--- src/hdl/stt_pkg.sv ---
// Shared types, token codes and keyword tables for the source text tokenizer.
// No dependencies; every other file in hdl imports this package.
package stt_pkg;

   localparam int unsigned POSITION_BITS_DEFAULT = 16;
   localparam int unsigned QUEUE_DEPTH = 4;
   localparam int unsigned KW_COUNT = 13;

   localparam logic [1:0] KIND_VALUE = 2'd0;
   localparam logic [1:0] KIND_TOKEN = 2'd1;
   localparam logic [1:0] KIND_ERROR = 2'd2;

   localparam logic ERR_ESCAPE = 1'b0;
   localparam logic ERR_UNTERM = 1'b1;

   localparam logic [5:0] TOK_IDENT   = 6'd0;
   localparam logic [5:0] TOK_NUMBER  = 6'd1;
   localparam logic [5:0] TOK_STRING  = 6'd2;
   localparam logic [5:0] TOK_KW0     = 6'd3;
   localparam logic [5:0] TOK_LPAREN  = 6'd16;
   localparam logic [5:0] TOK_RPAREN  = 6'd17;
   localparam logic [5:0] TOK_LBRACE  = 6'd18;
   localparam logic [5:0] TOK_RBRACE  = 6'd19;
   localparam logic [5:0] TOK_SEMI    = 6'd20;
   localparam logic [5:0] TOK_COMMA   = 6'd21;
   localparam logic [5:0] TOK_DOT     = 6'd22;
   localparam logic [5:0] TOK_EQ      = 6'd23;
   localparam logic [5:0] TOK_EQEQ    = 6'd24;
   localparam logic [5:0] TOK_NE      = 6'd25;
   localparam logic [5:0] TOK_LESS    = 6'd26;
   localparam logic [5:0] TOK_GREATER = 6'd27;
   localparam logic [5:0] TOK_AMP     = 6'd28;
   localparam logic [5:0] TOK_PLUS    = 6'd29;
   localparam logic [5:0] TOK_MINUS   = 6'd30;
   localparam logic [5:0] TOK_STAR    = 6'd31;
   localparam logic [5:0] TOK_SLASH   = 6'd32;
   localparam logic [5:0] TOK_UNKNOWN = 6'd33;
   localparam logic [5:0] TOK_EOF     = 6'd34;

   localparam logic [7:0] CH_TAB   = 8'h09;
   localparam logic [7:0] CH_LF    = 8'h0A;
   localparam logic [7:0] CH_CR    = 8'h0D;
   localparam logic [7:0] CH_SPACE = 8'h20;
   localparam logic [7:0] CH_BANG  = 8'h21;
   localparam logic [7:0] CH_QUOTE = 8'h22;
   localparam logic [7:0] CH_SLASH = 8'h2F;
   localparam logic [7:0] CH_EQUAL = 8'h3D;
   localparam logic [7:0] CH_BSL   = 8'h5C;
   localparam logic [7:0] CH_UNDER = 8'h5F;
   localparam logic [7:0] CH_N     = 8'h6E;
   localparam logic [7:0] CH_T     = 8'h74;

   // keyword text is right-justified: first character sits in the top used byte
   localparam logic [63:0] KW_TEXT [KW_COUNT] = '{
      "function", "if", "else", "for", "while", "return", "init",
      "int", "string", "bool", "void", "true", "false"
   };
   localparam logic [3:0] KW_LEN [KW_COUNT] = '{
      4'd8, 4'd2, 4'd4, 4'd3, 4'd5, 4'd6, 4'd4, 4'd3, 4'd6, 4'd4, 4'd4, 4'd4, 4'd5
   };

   typedef enum logic [3:0] {
      MODE_IDLE,
      MODE_COMMENT,
      MODE_SLASH,
      MODE_EQ,
      MODE_BANG,
      MODE_IDENT,
      MODE_NUMBER,
      MODE_STRING,
      MODE_ESCAPE,
      MODE_ERR_ESC,
      MODE_ERR_UNTERM
   } stt_mode_type;

   typedef struct packed {
      logic [7:0] byte_req;
      logic       end_of_source;
   } stt_req_type;

   typedef struct packed {
      logic [1:0]  record_kind;
      logic [5:0]  token_type;
      logic [7:0]  value_byte;
      logic [15:0] value_length;
      logic [15:0] line;
      logic [15:0] column;
      logic        error_code;
      logic        last_of_item;
   } stt_rsp_type;

   // all results of one item; rec_b is used only when pair is set
   typedef struct packed {
      logic        pair;
      stt_rsp_type rec_a;
      stt_rsp_type rec_b;
   } stt_entry_type;

   typedef struct packed {
      logic not_empty;
      logic full;
   } stt_qstat_type;

   function automatic stt_rsp_type make_rec(input logic [1:0] kind, input logic [5:0] ttype,
                                            input logic [7:0] vb, input logic [15:0] vlen,
                                            input logic [15:0] ln, input logic [15:0] col,
                                            input logic err);
      stt_rsp_type r;
      r.record_kind  = kind;
      r.token_type   = ttype;
      r.value_byte   = vb;
      r.value_length = vlen;
      r.line         = ln;
      r.column       = col;
      r.error_code   = err;
      r.last_of_item = 1'b0;
      return r;
   endfunction

   function automatic logic [5:0] punct_type(input logic [7:0] c);
      logic [5:0] t;
      case (c)
         8'h28:   t = TOK_LPAREN;
         8'h29:   t = TOK_RPAREN;
         8'h7B:   t = TOK_LBRACE;
         8'h7D:   t = TOK_RBRACE;
         8'h3B:   t = TOK_SEMI;
         8'h2C:   t = TOK_COMMA;
         8'h2E:   t = TOK_DOT;
         8'h3C:   t = TOK_LESS;
         8'h3E:   t = TOK_GREATER;
         8'h26:   t = TOK_AMP;
         8'h2B:   t = TOK_PLUS;
         8'h2D:   t = TOK_MINUS;
         8'h2A:   t = TOK_STAR;
         default: t = TOK_UNKNOWN;
      endcase
      return t;
   endfunction

   // drop keywords that cannot match once character c lands at position count
   function automatic logic [KW_COUNT-1:0] kw_filter(input logic [KW_COUNT-1:0] cand,
                                                     input logic [15:0] count,
                                                     input logic [7:0] c);
      logic [KW_COUNT-1:0] keep;
      logic [5:0]          sh;
      keep = cand;
      sh = '0;
      for (int k = 0; k < KW_COUNT; k++) begin
         if (count >= 16'(KW_LEN[k])) begin
            keep[k] = 1'b0;
         end else begin
            sh = 6'({KW_LEN[k] - 4'd1 - count[3:0], 3'b000});
            if (KW_TEXT[k][sh +: 8] != c) keep[k] = 1'b0;
         end
      end
      return keep;
   endfunction

   function automatic logic [5:0] kw_type(input logic [KW_COUNT-1:0] cand,
                                          input logic [15:0] count);
      logic [5:0] t;
      t = TOK_IDENT;
      for (int k = 0; k < KW_COUNT; k++) begin
         if (cand[k] && count == 16'(KW_LEN[k])) t = 6'(TOK_KW0 + 6'(k));
      end
      return t;
   endfunction

endpackage

--- src/hdl/stt_queue.sv ---
// Short result queue between the lexer front end and the output stage.
// One entry holds all results of one source item. Depends on stt_pkg.
module stt_queue (
   input  logic                   clock,
   input  logic                   reset,
   input  logic                   push,
   input  stt_pkg::stt_entry_type push_entry,
   input  logic                   pop,
   output stt_pkg::stt_entry_type head_entry,
   output stt_pkg::stt_qstat_type qstat
);
   import stt_pkg::*;

   localparam int unsigned DEPTH = QUEUE_DEPTH;
   localparam int unsigned PTR_BITS = $clog2(DEPTH);
   localparam int unsigned CNT_BITS = $clog2(DEPTH + 1);

   stt_entry_type       entries_ff [DEPTH];
   logic [PTR_BITS-1:0] wr_ptr_ff, wr_ptr_in;
   logic [PTR_BITS-1:0] rd_ptr_ff, rd_ptr_in;
   logic [CNT_BITS-1:0] fill_ff, fill_in;

   always_comb begin
      wr_ptr_in = wr_ptr_ff;
      rd_ptr_in = rd_ptr_ff;
      if (push) wr_ptr_in = (wr_ptr_ff == PTR_BITS'(DEPTH - 1)) ? '0 : wr_ptr_ff + 1'b1;
      if (pop)  rd_ptr_in = (rd_ptr_ff == PTR_BITS'(DEPTH - 1)) ? '0 : rd_ptr_ff + 1'b1;
      case ({push, pop})
         2'b10:   fill_in = fill_ff + 1'b1;
         2'b01:   fill_in = fill_ff - 1'b1;
         default: fill_in = fill_ff;
      endcase
   end

   always_ff @(posedge clock) begin
      if (reset) begin
         wr_ptr_ff <= '0;
         rd_ptr_ff <= '0;
         fill_ff   <= '0;
      end else begin
         wr_ptr_ff <= wr_ptr_in;
         rd_ptr_ff <= rd_ptr_in;
         fill_ff   <= fill_in;
      end
   end

   always_ff @(posedge clock) begin
      if (push) entries_ff[wr_ptr_ff] <= push_entry;
   end

   assign head_entry      = entries_ff[rd_ptr_ff];
   assign qstat.not_empty = (fill_ff != '0);
   assign qstat.full      = (fill_ff == CNT_BITS'(DEPTH));

endmodule

--- src/hdl/stt_front.sv ---
// Lexer front end: accepts source bytes, tracks position and token state,
// and builds the one or two result records of each item. Depends on stt_pkg.
module stt_front #(
   parameter int unsigned POSITION_BITS = stt_pkg::POSITION_BITS_DEFAULT
) (
   input  logic                   clock,
   input  logic                   reset,
   input  logic                   req_valid,
   input  stt_pkg::stt_req_type   req_payload,
   output logic                   req_stall,
   output logic                   push,
   output stt_pkg::stt_entry_type push_entry,
   input  stt_pkg::stt_qstat_type qstat
);
   import stt_pkg::*;

   localparam logic [POSITION_BITS-1:0] POS_ONE = POSITION_BITS'(1);

   stt_mode_type             mode_ff, mode_in;
   logic [POSITION_BITS-1:0] line_ff, line_in, col_ff, col_in;
   logic [POSITION_BITS-1:0] tline_ff, tline_in, tcol_ff, tcol_in;
   logic [POSITION_BITS-1:0] step_line, step_col;
   logic [15:0]              count_ff, count_in, count_inc;
   logic [KW_COUNT-1:0]      cand_ff, cand_in;

   logic        accept;
   logic [7:0]  c;
   logic        eos;
   logic        is_blank, is_alpha, is_digit, is_ident_ch, is_punct;
   logic        esc_ok;
   logic [7:0]  esc_val;
   logic [5:0]  ptype;
   logic        cont, flush_mode;
   stt_mode_type idle_mode;
   logic [15:0] line16, col16, tline16, tcol16;

   stt_rsp_type flush_rec, lead_rec, rec_a, rec_b;
   logic        has_flush, has_lead;

   assign accept    = req_valid && !req_stall;
   assign req_stall = qstat.full;
   assign c         = req_payload.byte_req;
   assign eos       = req_payload.end_of_source;

   assign line16  = 16'(line_ff);
   assign col16   = 16'(col_ff);
   assign tline16 = 16'(tline_ff);
   assign tcol16  = 16'(tcol_ff);

   // character classes and what the current mode does with this byte
   always_comb begin : classify
      is_blank    = (c == CH_SPACE) || (c == CH_TAB) || (c == CH_LF) || (c == CH_CR);
      is_alpha    = (c inside {[8'h61:8'h7A]}) || (c inside {[8'h41:8'h5A]});
      is_digit    = c inside {[8'h30:8'h39]};
      is_ident_ch = is_alpha || is_digit || (c == CH_UNDER);
      ptype       = punct_type(c);
      is_punct    = (ptype != TOK_UNKNOWN);
      esc_ok      = (c == CH_N) || (c == CH_T) || (c == CH_BSL) || (c == CH_QUOTE);
      esc_val     = (c == CH_N) ? CH_LF : ((c == CH_T) ? CH_TAB : c);
      flush_mode  = mode_ff inside {MODE_SLASH, MODE_EQ, MODE_BANG, MODE_IDENT, MODE_NUMBER};

      case (mode_ff)
         MODE_COMMENT, MODE_STRING, MODE_ESCAPE: cont = 1'b1;
         MODE_SLASH:                             cont = (c == CH_SLASH);
         MODE_EQ, MODE_BANG:                     cont = (c == CH_EQUAL);
         MODE_IDENT:                             cont = is_ident_ch;
         MODE_NUMBER:                            cont = is_digit;
         default:                                cont = 1'b0;
      endcase

      if (c == CH_SLASH)                     idle_mode = MODE_SLASH;
      else if (c == CH_EQUAL)                idle_mode = MODE_EQ;
      else if (c == CH_BANG)                 idle_mode = MODE_BANG;
      else if (c == CH_QUOTE)                idle_mode = MODE_STRING;
      else if (is_alpha || c == CH_UNDER)    idle_mode = MODE_IDENT;
      else if (is_digit)                     idle_mode = MODE_NUMBER;
      else                                   idle_mode = MODE_IDLE;
   end

   always_comb begin : next_mode
      mode_in = mode_ff;
      case (mode_ff)
         MODE_ERR_ESC, MODE_ERR_UNTERM: mode_in = mode_ff;
         default: begin
            if (eos) begin
               if (mode_ff == MODE_STRING)      mode_in = MODE_ERR_UNTERM;
               else if (mode_ff == MODE_ESCAPE) mode_in = MODE_ERR_ESC;
               else                             mode_in = MODE_IDLE;
            end else if (cont) begin
               case (mode_ff)
                  MODE_COMMENT: mode_in = (c == CH_LF) ? MODE_IDLE : MODE_COMMENT;
                  MODE_SLASH:   mode_in = MODE_COMMENT;
                  MODE_IDENT:   mode_in = MODE_IDENT;
                  MODE_NUMBER:  mode_in = MODE_NUMBER;
                  MODE_STRING: begin
                     if (c == CH_QUOTE)    mode_in = MODE_IDLE;
                     else if (c == CH_BSL) mode_in = MODE_ESCAPE;
                     else                  mode_in = MODE_STRING;
                  end
                  MODE_ESCAPE:  mode_in = esc_ok ? MODE_STRING : MODE_ERR_ESC;
                  default:      mode_in = MODE_IDLE;
               endcase
            end else begin
               mode_in = idle_mode;
            end
         end
      endcase
   end

   always_comb begin : datapath
      count_inc = (count_ff == 16'hFFFF) ? count_ff : count_ff + 16'd1;
      if (c == CH_LF) begin
         step_line = (line_ff == '1) ? line_ff : line_ff + 1'b1;
         step_col  = POS_ONE;
      end else begin
         step_line = line_ff;
         step_col  = (col_ff == '1) ? col_ff : col_ff + 1'b1;
      end

      case (mode_ff)
         MODE_SLASH:  flush_rec = make_rec(KIND_TOKEN, TOK_SLASH, 8'd0, 16'd0,
                                           tline16, tcol16, 1'b0);
         MODE_EQ:     flush_rec = make_rec(KIND_TOKEN, TOK_EQ, 8'd0, 16'd0,
                                           tline16, tcol16, 1'b0);
         MODE_BANG:   flush_rec = make_rec(KIND_TOKEN, TOK_UNKNOWN, CH_BANG, 16'd0,
                                           tline16, tcol16, 1'b0);
         MODE_NUMBER: flush_rec = make_rec(KIND_TOKEN, TOK_NUMBER, 8'd0, count_ff,
                                           tline16, tcol16, 1'b0);
         MODE_IDENT:  flush_rec = make_rec(KIND_TOKEN, kw_type(cand_ff, count_ff), 8'd0,
                                           count_ff, tline16, tcol16, 1'b0);
         default:     flush_rec = '0;
      endcase

      line_in   = line_ff;
      col_in    = col_ff;
      tline_in  = tline_ff;
      tcol_in   = tcol_ff;
      count_in  = count_ff;
      cand_in   = cand_ff;
      has_flush = 1'b0;
      has_lead  = 1'b0;
      lead_rec  = '0;

      if (mode_ff == MODE_ERR_ESC || mode_ff == MODE_ERR_UNTERM) begin
         // sticky: repeat the error record, hold everything
         has_lead = 1'b1;
         lead_rec = make_rec(KIND_ERROR, TOK_IDENT, 8'd0, 16'd0, tline16, tcol16,
                             (mode_ff == MODE_ERR_UNTERM) ? ERR_UNTERM : ERR_ESCAPE);
      end else if (eos) begin
         has_lead = 1'b1;
         case (mode_ff)
            MODE_STRING: lead_rec = make_rec(KIND_ERROR, TOK_IDENT, 8'd0, 16'd0,
                                             tline16, tcol16, ERR_UNTERM);
            MODE_ESCAPE: begin
               tline_in = line_ff;
               tcol_in  = col_ff;
               lead_rec = make_rec(KIND_ERROR, TOK_IDENT, 8'd0, 16'd0,
                                   line16, col16, ERR_ESCAPE);
            end
            default: begin
               has_flush = flush_mode;
               lead_rec  = make_rec(KIND_TOKEN, TOK_EOF, 8'd0, 16'd0, line16, col16, 1'b0);
               line_in   = POS_ONE;
               col_in    = POS_ONE;
               tline_in  = POS_ONE;
               tcol_in   = POS_ONE;
               count_in  = '0;
               cand_in   = '1;
            end
         endcase
      end else begin
         // an escape error freezes the position at the offending byte
         if (!(mode_ff == MODE_ESCAPE && !esc_ok)) begin
            line_in = step_line;
            col_in  = step_col;
         end
         if (cont) begin
            case (mode_ff)
               MODE_EQ: begin
                  has_lead = 1'b1;
                  lead_rec = make_rec(KIND_TOKEN, TOK_EQEQ, 8'd0, 16'd0, tline16, tcol16, 1'b0);
               end
               MODE_BANG: begin
                  has_lead = 1'b1;
                  lead_rec = make_rec(KIND_TOKEN, TOK_NE, 8'd0, 16'd0, tline16, tcol16, 1'b0);
               end
               MODE_IDENT: begin
                  has_lead = 1'b1;
                  cand_in  = kw_filter(cand_ff, count_ff, c);
                  count_in = count_inc;
                  lead_rec = make_rec(KIND_VALUE, TOK_IDENT, c, count_inc,
                                      tline16, tcol16, 1'b0);
               end
               MODE_NUMBER: begin
                  has_lead = 1'b1;
                  count_in = count_inc;
                  lead_rec = make_rec(KIND_VALUE, TOK_NUMBER, c, count_inc,
                                      tline16, tcol16, 1'b0);
               end
               MODE_STRING: begin
                  if (c == CH_QUOTE) begin
                     has_lead = 1'b1;
                     lead_rec = make_rec(KIND_TOKEN, TOK_STRING, 8'd0, count_ff,
                                         tline16, tcol16, 1'b0);
                  end else if (c != CH_BSL) begin
                     has_lead = 1'b1;
                     count_in = count_inc;
                     lead_rec = make_rec(KIND_VALUE, TOK_STRING, c, count_inc,
                                         tline16, tcol16, 1'b0);
                  end
               end
               MODE_ESCAPE: begin
                  has_lead = 1'b1;
                  if (esc_ok) begin
                     count_in = count_inc;
                     lead_rec = make_rec(KIND_VALUE, TOK_STRING, esc_val, count_inc,
                                         tline16, tcol16, 1'b0);
                  end else begin
                     tline_in = line_ff;
                     tcol_in  = col_ff;
                     lead_rec = make_rec(KIND_ERROR, TOK_IDENT, 8'd0, 16'd0,
                                         line16, col16, ERR_ESCAPE);
                  end
               end
               default: ;
            endcase
         end else begin
            // close any pending token, then lex this byte from idle
            has_flush = flush_mode;
            if (!is_blank) begin
               tline_in = line_ff;
               tcol_in  = col_ff;
               count_in = '0;
               cand_in  = '1;
               if (is_punct) begin
                  has_lead = 1'b1;
                  lead_rec = make_rec(KIND_TOKEN, ptype, 8'd0, 16'd0, line16, col16, 1'b0);
               end else if (is_alpha || c == CH_UNDER) begin
                  has_lead = 1'b1;
                  cand_in  = kw_filter('1, 16'd0, c);
                  count_in = 16'd1;
                  lead_rec = make_rec(KIND_VALUE, TOK_IDENT, c, 16'd1, line16, col16, 1'b0);
               end else if (is_digit) begin
                  has_lead = 1'b1;
                  count_in = 16'd1;
                  lead_rec = make_rec(KIND_VALUE, TOK_NUMBER, c, 16'd1, line16, col16, 1'b0);
               end else if (idle_mode == MODE_IDLE) begin
                  has_lead = 1'b1;
                  lead_rec = make_rec(KIND_TOKEN, TOK_UNKNOWN, c, 16'd0, line16, col16, 1'b0);
               end
            end
         end
      end

      rec_a = has_flush ? flush_rec : lead_rec;
      rec_b = lead_rec;
      if (has_flush && has_lead) rec_b.last_of_item = 1'b1;
      else                       rec_a.last_of_item = 1'b1;

      push_entry.pair  = has_flush && has_lead;
      push_entry.rec_a = rec_a;
      push_entry.rec_b = rec_b;
      push             = accept && (has_flush || has_lead);
   end

   always_ff @(posedge clock) begin
      if (reset) begin
         mode_ff  <= MODE_IDLE;
         line_ff  <= POS_ONE;
         col_ff   <= POS_ONE;
         tline_ff <= POS_ONE;
         tcol_ff  <= POS_ONE;
         count_ff <= '0;
         cand_ff  <= '1;
      end else if (accept) begin
         mode_ff  <= mode_in;
         line_ff  <= line_in;
         col_ff   <= col_in;
         tline_ff <= tline_in;
         tcol_ff  <= tcol_in;
         count_ff <= count_in;
         cand_ff  <= cand_in;
      end
   end

endmodule

--- src/hdl/stt_back.sv ---
// Output stage: pulls queue entries and presents their records one per transfer.
// Depends on stt_pkg.
module stt_back (
   input  logic                   clock,
   input  logic                   reset,
   input  stt_pkg::stt_entry_type head_entry,
   input  stt_pkg::stt_qstat_type qstat,
   output logic                   pop,
   output logic                   rsp_valid,
   output stt_pkg::stt_rsp_type   rsp_payload,
   input  logic                   rsp_stall
);
   import stt_pkg::*;

   stt_entry_type hold_ff, hold_in;
   logic          hold_valid_ff, hold_valid_in;
   logic          show_b_ff, show_b_in;
   logic          out_fire, done;

   always_comb begin
      out_fire      = hold_valid_ff && !rsp_stall;
      done          = !hold_valid_ff || (out_fire && (show_b_ff || !hold_ff.pair));
      pop           = done && qstat.not_empty;
      hold_in       = hold_ff;
      hold_valid_in = hold_valid_ff;
      show_b_in     = show_b_ff;
      if (done) begin
         // refill from the queue as the last record of the entry leaves
         hold_in       = head_entry;
         hold_valid_in = qstat.not_empty;
         show_b_in     = 1'b0;
      end else if (out_fire) begin
         show_b_in = 1'b1;
      end
   end

   always_ff @(posedge clock) begin
      if (reset) begin
         hold_valid_ff <= 1'b0;
         show_b_ff     <= 1'b0;
      end else begin
         hold_valid_ff <= hold_valid_in;
         show_b_ff     <= show_b_in;
      end
   end

   always_ff @(posedge clock) begin
      hold_ff <= hold_in;
   end

   assign rsp_valid   = hold_valid_ff;
   assign rsp_payload = show_b_ff ? hold_ff.rec_b : hold_ff.rec_a;

endmodule

--- src/hdl/source_text_tokenizer_unit.sv ---
// Source text tokenizer, top level: lexer front end, result queue, output stage.
// Depends on stt_pkg, stt_front, stt_queue and stt_back.
//
//   channel  direction  payload        handshake
//   req      in         stt_req_type   req_valid / req_stall
//   rsp      out        stt_rsp_type   rsp_valid / rsp_stall
//
// One source byte is taken per cycle while req_stall is low; its one or two records
// are built in that cycle and queued. The output stage sends one record per cycle
// while rsp_stall is low, so an item that yields two records (a closed token plus
// the next one) holds the output for both. The 4-entry queue absorbs those bursts;
// req_stall rises only when it is full. A record passes a queue entry, then the output hold register.
// Synchronous reset clears mode, counters and the queue; no sweep.
module source_text_tokenizer_unit #(
   parameter int unsigned POSITION_BITS = stt_pkg::POSITION_BITS_DEFAULT
) (
   input  logic                 clock,
   input  logic                 reset,
   input  logic                 req_valid,
   input  stt_pkg::stt_req_type req_payload,
   output logic                 req_stall,
   output logic                 rsp_valid,
   output stt_pkg::stt_rsp_type rsp_payload,
   input  logic                 rsp_stall
);
   import stt_pkg::*;

   logic          push, pop;
   stt_entry_type push_entry, head_entry;
   stt_qstat_type qstat;

   stt_front #(
      .POSITION_BITS(POSITION_BITS)
   ) u_front (
      .clock       (clock),
      .reset       (reset),
      .req_valid   (req_valid),
      .req_payload (req_payload),
      .req_stall   (req_stall),
      .push        (push),
      .push_entry  (push_entry),
      .qstat       (qstat)
   );

   stt_queue u_queue (
      .clock      (clock),
      .reset      (reset),
      .push       (push),
      .push_entry (push_entry),
      .pop        (pop),
      .head_entry (head_entry),
      .qstat      (qstat)
   );

   stt_back u_back (
      .clock       (clock),
      .reset       (reset),
      .head_entry  (head_entry),
      .qstat       (qstat),
      .pop         (pop),
      .rsp_valid   (rsp_valid),
      .rsp_payload (rsp_payload),
      .rsp_stall   (rsp_stall)
   );

`ifndef SYNTHESIS
   a_queue_no_overflow: assert property (@(posedge clock) disable iff (reset)
      !(push && qstat.full))
      else $error("result queue written while full");

   a_error_single: assert property (@(posedge clock) disable iff (reset)
      (rsp_valid && rsp_payload.record_kind == KIND_ERROR) |-> rsp_payload.last_of_item)
      else $error("error record not last of its item");

   a_eof_last: assert property (@(posedge clock) disable iff (reset)
      (rsp_valid && rsp_payload.record_kind == KIND_TOKEN &&
       rsp_payload.token_type == TOK_EOF) |-> rsp_payload.last_of_item)
      else $error("end-of-file token not last of its item");

   a_value_len: assert property (@(posedge clock) disable iff (reset)
      (rsp_valid && rsp_payload.record_kind == KIND_VALUE) |->
      (rsp_payload.value_length != 16'd0))
      else $error("value byte with zero length");
`endif

endmodule
--- config.mk ---
export PLATFORM = sky130hd
export DESIGN_NAME = source_text_tokenizer_unit
export DESIGN_NICKNAME = d
export VERILOG_FILES = /design/src/hdl/stt_pkg.sv /design/src/hdl/stt_queue.sv /design/src/hdl/stt_front.sv /design/src/hdl/stt_back.sv /design/src/hdl/source_text_tokenizer_unit.sv
export SDC_FILE = /design/constraint.sdc
export NUM_CORES = 1
export LEC_CHECK = 0
export BUFFER_PORTS_ARGS = -buffer_cell sky130_fd_sc_hd__clkbuf_2
export CAP_MARGIN = 20
export CORE_MARGIN = 5
export CORE_UTILIZATION = 40
export CTS_CLUSTER_SIZE = 14
export DETAILED_ROUTE_END_ITERATION = 6
export HOLD_SLACK_MARGIN = 0.02
export PLACE_DENSITY = 0.64
export RECOVER_POWER = 50
export SYNTH_ARGS = -nofsm -noshare
export SYNTH_HDL_FRONTEND = slang
export SYNTH_HIERARCHICAL = 1
export SYNTH_SLANG_ARGS = --single-unit
export TNS_END_PERCENT = 10
--- constraint.sdc ---
create_clock -name clock -period 14.5 [get_ports clock]
set_clock_uncertainty 0.15 [all_clocks]
set_input_delay 1.45 -clock clock [delete_from_list [all_inputs] [get_ports clock]]
set_output_delay 1.45 -clock clock [all_outputs]
set_load 0.05 [all_outputs]
==> qor.txt, run 1 <==
status = complete, but fails checks
failing checks = capacitance limit, slew limit
DRC Markers = 0
Ports = 81
crit path capture type = flip-flop
Worst EP required = 14.58 ns
final hold violations = 0
R2R cell count = 4
fin crit period = 10.43 ns
Worst Max-Slew Pin Slew = 4.51 ns
Worst slew margin = -201%
nets = 2229
Static Leak = 12.1 nW
Wirelength per Cell = 24.1 um
Starting DRT DRC Count = 1630
Mapped Area = 33500 sq um
switching pwr = 2.09 mW
Worst Setup SP = req_payload[4]
Pre-antenna DRT Iters = 5
sequential share of power = 45.3%
Cell Int Power = 4.69 mW
count of input and output buffers = 80
ys async rst share = 0%
Routed Antenna Nets = 0
Post-synth EDFFs = 665
HP Class = reg2reg
Worst Setup Path Type = in2reg
setup_tns = 0 ns
number of max-cap violations = 14
number of global-route vias before repair = 19600
clk buf depth = 3
Overflow after GRT = 0
first-pass GRT wire length = 123000 um
clock network fraction of design power = 29.4%
Die Area = 89600 sq um
Hold-fix buffers, CTS = 0
Non-Filler Instances = 3336
library cells used by synthesis = 104
# resized after CTS = 0
syn avg cell area = 15.6 sq um
CTS sink cnt = 773
Yosys reg bits = 773
antenna violations before repair = 1
Max Fclk = 0.0958 GHz
CTS tree = built
Max Fanout on Critical Path = 68
FILL cells = 7306
final setup fails = 0
Peak VDD IR = 0.0855 mV
Worst Path Arrival = 10.52 ns
commonest non-fill, non-tap cells in the layout = edfxtp_1, mux4_2, nor2_1, dfxtp_1, a22o_1
Die X = 299 um
Post-Syn Instances = 2147
initial cell density of the core = 40.2%
CTS Root Cell = clkbuf_16
main flop type after synthesis = edfxtp_1
RR Startpoint = u_back/show_b_ff
Die H = 299 um
R2R Setup Slk = 5.32 ns
RR Endpoint = u_back/hold_ff[30]
Total GRT Usage = 17.8%
Worst-Skew Late Latency = 0.62 ns
cell area power density = 183 nW/um^2
post-CTS setup buffer count = 0
synthesis-to-layout area growth = 10.6%
core area = 83300 sq um
sequential area share after synthesis = 66.1%
share of cells above drive strength 1 = 16.7%
Core Util, Final = 44.5%
CP endpoint = u_queue/entries_ff[2][43]
routed via count = 19300
dpl hpwl = 50400 um
RSZ-0062 raised after global routing = no
most common cell after layout, fill and taps aside = edfxtp_1
H-Tree Depth = 3
pin count of the biggest net entering global routing = 72
worst hold margin = 0.335 ns
TritonCTS Buffers = 78
Sw Ratio = 30.8%
Vias/cell = 5.77
logic gate share of total power = 25.3%
Multi-input gate area = 10200 sq um
Routed WL = 80500 um
YS warnings = 6
# rows = 106
GPL Wtd Cong = 0.884
Slew Viols, Final = 513
placed insts = 3189
fin crit share = 72.0%
syn_nets = 2186
startpoint types = primary input
Worst-path clk slew = 0.06 ns
Register Area = 22100 sq um
==> worst max-delay path: stages <==
cell,delay [ns]
clkbuf_1,1.24
inv_1,0.49
o211ai_1,0.52
o22ai_1,0.25
o31ai_1,2.18
nand2_1,1.33
a31oi_1,0.91
and2_4,0.98
buf_4,0.98
==> state kept, by name, summed over array words and instances, names as in the netlist, named ones only <==
register / count
u_back/hold_ff: 133
u_back/rsp_valid: 1
u_back/show_b_ff: 1
u_front/cand_ff: 13
u_front/col16: 16
u_front/count_ff: 16
u_front/line16: 16
u_front/mode_ff: 4
u_front/tcol16: 16
u_front/tline16: 16
u_queue/entries_ff: 532
u_queue/fill_ff: 3
u_queue/rd_ptr_ff: 2
u_queue/wr_ptr_ff: 2
==> how the worst min path moves through the flow <==
stage                        from            endpoint  slack (ns)  cells after the start
3_5_place_dp   u_front/cand_ff[7]  u_front/cand_ff[7]        0.31                      2
3_3_place_gp   u_front/cand_ff[7]  u_front/cand_ff[7]        0.31                      2
2_1_floorplan  u_front/cand_ff[7]  u_front/cand_ff[7]        0.29                      2
5_1_grt        u_front/tline16[0]  u_front/tline16[0]        0.36                      2
6_report       u_front/tline16[0]  u_front/tline16[0]        0.33                      2
4_1_cts        u_front/cand_ff[1]  u_front/cand_ff[1]        0.34                      2
==> layer usage <==
layer / track usage (%) / wire, um
met1: 23.0 / 33200
met2: 30.6 / 40200
met3: 3.04 / 4500
met4: 5.72 / 2640
met5: 0 / 13
==> stage by stage <==
stage	total power, mW	instance area (sq um)	setup slack (ns)
finish	6.78	37000	4.07
global route	7.08	37000	3.52
CTS	6.89	37300	7.17
global placement	4.86	34700	6.74
detailed placement	4.89	34800	6.51
floorplan	4.46	33500	1.65
==> cell type report <==
type	instances	area share, %
repair buffers	118	1.66
inverters	38	0.385
clock inverters	41	1.15
diodes	1	0.00676
clock buffers	104	5.76
multi-input cells	1181	27.6
well taps	1080	3.65
flip-flops and latches	773	59.8
==> power groups by stage <==
stage	clock (mW)	sequential (mW)	combinational (mW)
floorplan	0	3.08	1.37
global placement	0	3.10	1.76
detailed placement	0	3.12	1.77
CTS	2.04	3.08	1.77
global route	2.14	3.11	1.83
finish	1.99	3.07	1.71
==> cells by family (layout without fill, tap and decap cells) <==
| family | Yosys count | count (layout) | share of synthesized area [%] |
|---|---|---|---|
| other cells | 0 | 1 | 0 |
| mux | 214 | 214 | 11.8 |
| flops | 773 | 773 | 66.1 |
| simple gates | 473 | 473 | 7.62 |
| xor+xnor | 61 | 61 | 1.60 |
| fa+ha+maj | 26 | 26 | 0.994 |
| buf+inv | 193 | 301 | 2.84 |
| compound gates | 407 | 407 | 9.01 |
==> cell usage after synthesis, types with 9 or more instances <==
library cell / count / area, sq um
edfxtp_1: 665 / 20000
mux4_2: 133 / 3000
nor2_1: 112 / 420
dfxtp_1: 108 / 2160
a22o_1: 97 / 850
nand2_1: 83 / 312
clkbuf_1: 74 / 278
a21oi_1: 67 / 335
o21ai_0: 65 / 325
mux2_2: 50 / 563
nand3_1: 47 / 235
buf_2: 45 / 225
nor3_1: 37 / 185
inv_1: 36 / 135
xnor2_1: 35 / 307
o31ai_1: 26 / 195
xor2_1: 26 / 228
ha_1: 25 / 313
and3_1: 23 / 144
nand4_1: 23 / 144
nor2b_1: 23 / 144
and2_1: 19 / 119
mux2_4: 19 / 285
o211ai_1: 18 / 135
a31oi_1: 17 / 106
nor4_1: 17 / 106
nand2b_1: 15 / 93.8
or3_1: 15 / 93.8
a21o_1: 14 / 105
buf_6: 13 / 146
buf_4: 12 / 90.1
mux2i_1: 12 / 120
nor3b_1: 9 / 67.6
o22ai_1: 9 / 56.3
Power figures use the tool's default switching activity.
==> run 2, diff against run 1 <==
==> constraint.sdc (replaced) <==
create_clock -name clock -period 10.16 [get_ports clock]
set_clock_uncertainty 0.15 [all_clocks]
set_input_delay 1.016 -clock clock [delete_from_list [all_inputs] [get_ports clock]]
set_output_delay 1.016 -clock clock [all_outputs]
set_load 0.05 [all_outputs]
==> run 2 against run 1 <==
  * The run still ends with capacitance limit, slew limit left
  * Register-to-register slack got worse by 2.9 ns
  * Worst hold slack got worse by 0.0043 ns
  * Global-route usage decreased by 0.060 points
  * Cell count about the same
  * Cell area increased by 0.24%
  * Count of clock-buffer cells in the layout increased by 2
  * Combinational power increased by 46%
  * Sequential share of layout area decreased by 0.14 points
  * Largest cell class unchanged
==> qor.txt, run 2 (synthesis gave the netlist of run 1 again) <==
CTS tree = built
cell area power density = 262 nW/um^2
placed insts = 3189
CTS sink cnt = 773
HP Class = reg2reg
Wirelength per Cell = 24.3 um
Static Leak = 12.2 nW
dpl hpwl = 51400 um
nets = 2230
CP Cell Sequence = clkbuf_1 > clkbuf_1 > mux4_2
final hold violations = 0
Worst EP required = 10.44 ns
max reg flops = 532
fin crit share = 76.3%
failing checks = capacitance limit, slew limit
Peak VDD IR = 0.128 mV
total stage count of the critical path = 3
CP most frequent cell = clkbuf_1
CTS Root Cell = clkbuf_16
synthesis-to-layout area growth = 10.9%
Hold-fix buffers, CTS = 0
first-pass GRT wire length = 123000 um
number of max-cap violations = 15
R2R cell count = 3
crit path capture type = flip-flop
highest-delay cell along the critical path = clkbuf_1
initial cell density of the core = 40.2%
Ports = 81
Worst Setup Path Type = reg2reg
Starting DRT DRC Count = 1500
fin crit period = 7.75 ns
Worst Max-Slew Pin Slew = 4.15 ns
Routed WL = 81100 um
Routed Antenna Nets = 0
GPL Wtd Cong = 0.896
Die H = 299 um
top flop regs = u_queue/entries_ff x532, u_back/hold_ff x133
Worst slew margin = -176%
CP max stage delay = 3.02 ns
# resized after CTS = 0
most common cell after layout, fill and taps aside = edfxtp_1
routed via count = 19300
antenna violations before repair = 2
share of cells above drive strength 1 = 17.5%
Worst-path clk slew = 0.06 ns
Overflow after GRT = 0
# rows = 106
Worst-Skew Late Latency = 0.62 ns
clk buf depth = 3
Hold Crit Depth = 2
Vias/cell = 5.78
TritonCTS Buffers = 79
RSZ-0062 raised after global routing = no
core area = 83300 sq um
Max Fclk = 0.129 GHz
Pre-antenna DRT Iters = 6
Worst Path Arrival = 8.03 ns
number of global-route vias before repair = 19400
Max Fanout on Critical Path = 62
H-Tree Depth = 3
Overall Power = 9.72 mW
Biggest register = u_queue/entries_ff
Die X = 299 um
count of input and output buffers = 80
Total GRT Usage = 17.7%
Slew Viols, Final = 580
status = complete, but fails checks
Die Area = 89600 sq um
Non-Filler Instances = 3339
final setup fails = 0
startpoint types = flip-flop
CP bufs+invs = 2
commonest non-fill, non-tap cells in the layout = edfxtp_1, mux4_2, nor2_1, dfxtp_1, a22o_1
pin count of the biggest net entering global routing = 73
post-CTS setup buffer count = 0
DRC Markers = 0
setup_tns = 0 ns
crit-path leading delay family = buffers and inverters
## run 2: cell count changes in the layout (fill, tap and decap cells not counted), moves of 2 or more
cell        previous run  this run
clkinvlp_4             0         5
o31ai_1               29        27
clkinv_2              11        16
clkinv_8               0         3
mux2_2                41        39
clkbuf_1              71        68
clkbuf_2              38        42
clkinv_1              19         9
o31ai_4                1         3
clkbuf_8               4         6
## run 2: final cells by class
class,instances,area [sq um]
well taps,1080,1350
clock inverters,42,445
inverters,38,143
multi-input cells,1181,10300
fillers,7284,46200
flip-flops and latches,773,22100
clock buffers,106,2180
repair buffers,118,597
diodes,1,2.50
## run 2: stage by stage
stage               util [%]  instance area, sq um  hold WS [ns]  worst slack [ns]
CTS                     44.9                 37400         0.323              3.75
global route            44.6                 37100         0.338              1.87
global placement        41.7                 34800         0.313              3.31
detailed placement      41.7                 34800         0.315              3.09
floorplan                  -                 33500         0.290              1.46
finish                  44.6                 37100         0.330              2.41
## run 2: worst paths after layout
kind                              to  slack (ns)          startpoint
setup reg to reg  u_back/hold_ff[99]        2.41           flip-flop
hold / removal    u_front/cand_ff[7]        0.33  u_front/cand_ff[7]
hold reg to reg   u_front/cand_ff[7]        0.33  u_front/cand_ff[7]
setup / recovery  u_back/hold_ff[99]        2.41           flip-flop
## run 2: per-layer routing
| metal | wire (um) | share of wire (%) | GRT usage (%) | vias to the layer above |
|---|---|---|---|---|
| li1 | - | - | - | 8637 |
| met1 | 34100 | 42 | 23.4 | 9979 |
| met2 | 41400 | 51 | 30.9 | 560 |
| met3 | 3800 | 4.7 | 2.63 | 137 |
| met4 | 1800 | 2.2 | 4.64 | 0 |
| met5 | 0 | 0 | 0 | - |
## run 2: worst reg2reg max path, delay by kind of cell (launching register included)
kind / cells / cell delay (ns)
buffers and inverters: 2 / 4.78
multiplexers: 1 / 0.86
flip-flops: 1 / 1.78
## run 2: report_power, final
part	internal [mW]	total, mW	switching (mW)
Clock	1.70	2.88	1.18
Sequential	4.17	4.35	0.184
Combinational	0.865	2.49	1.62
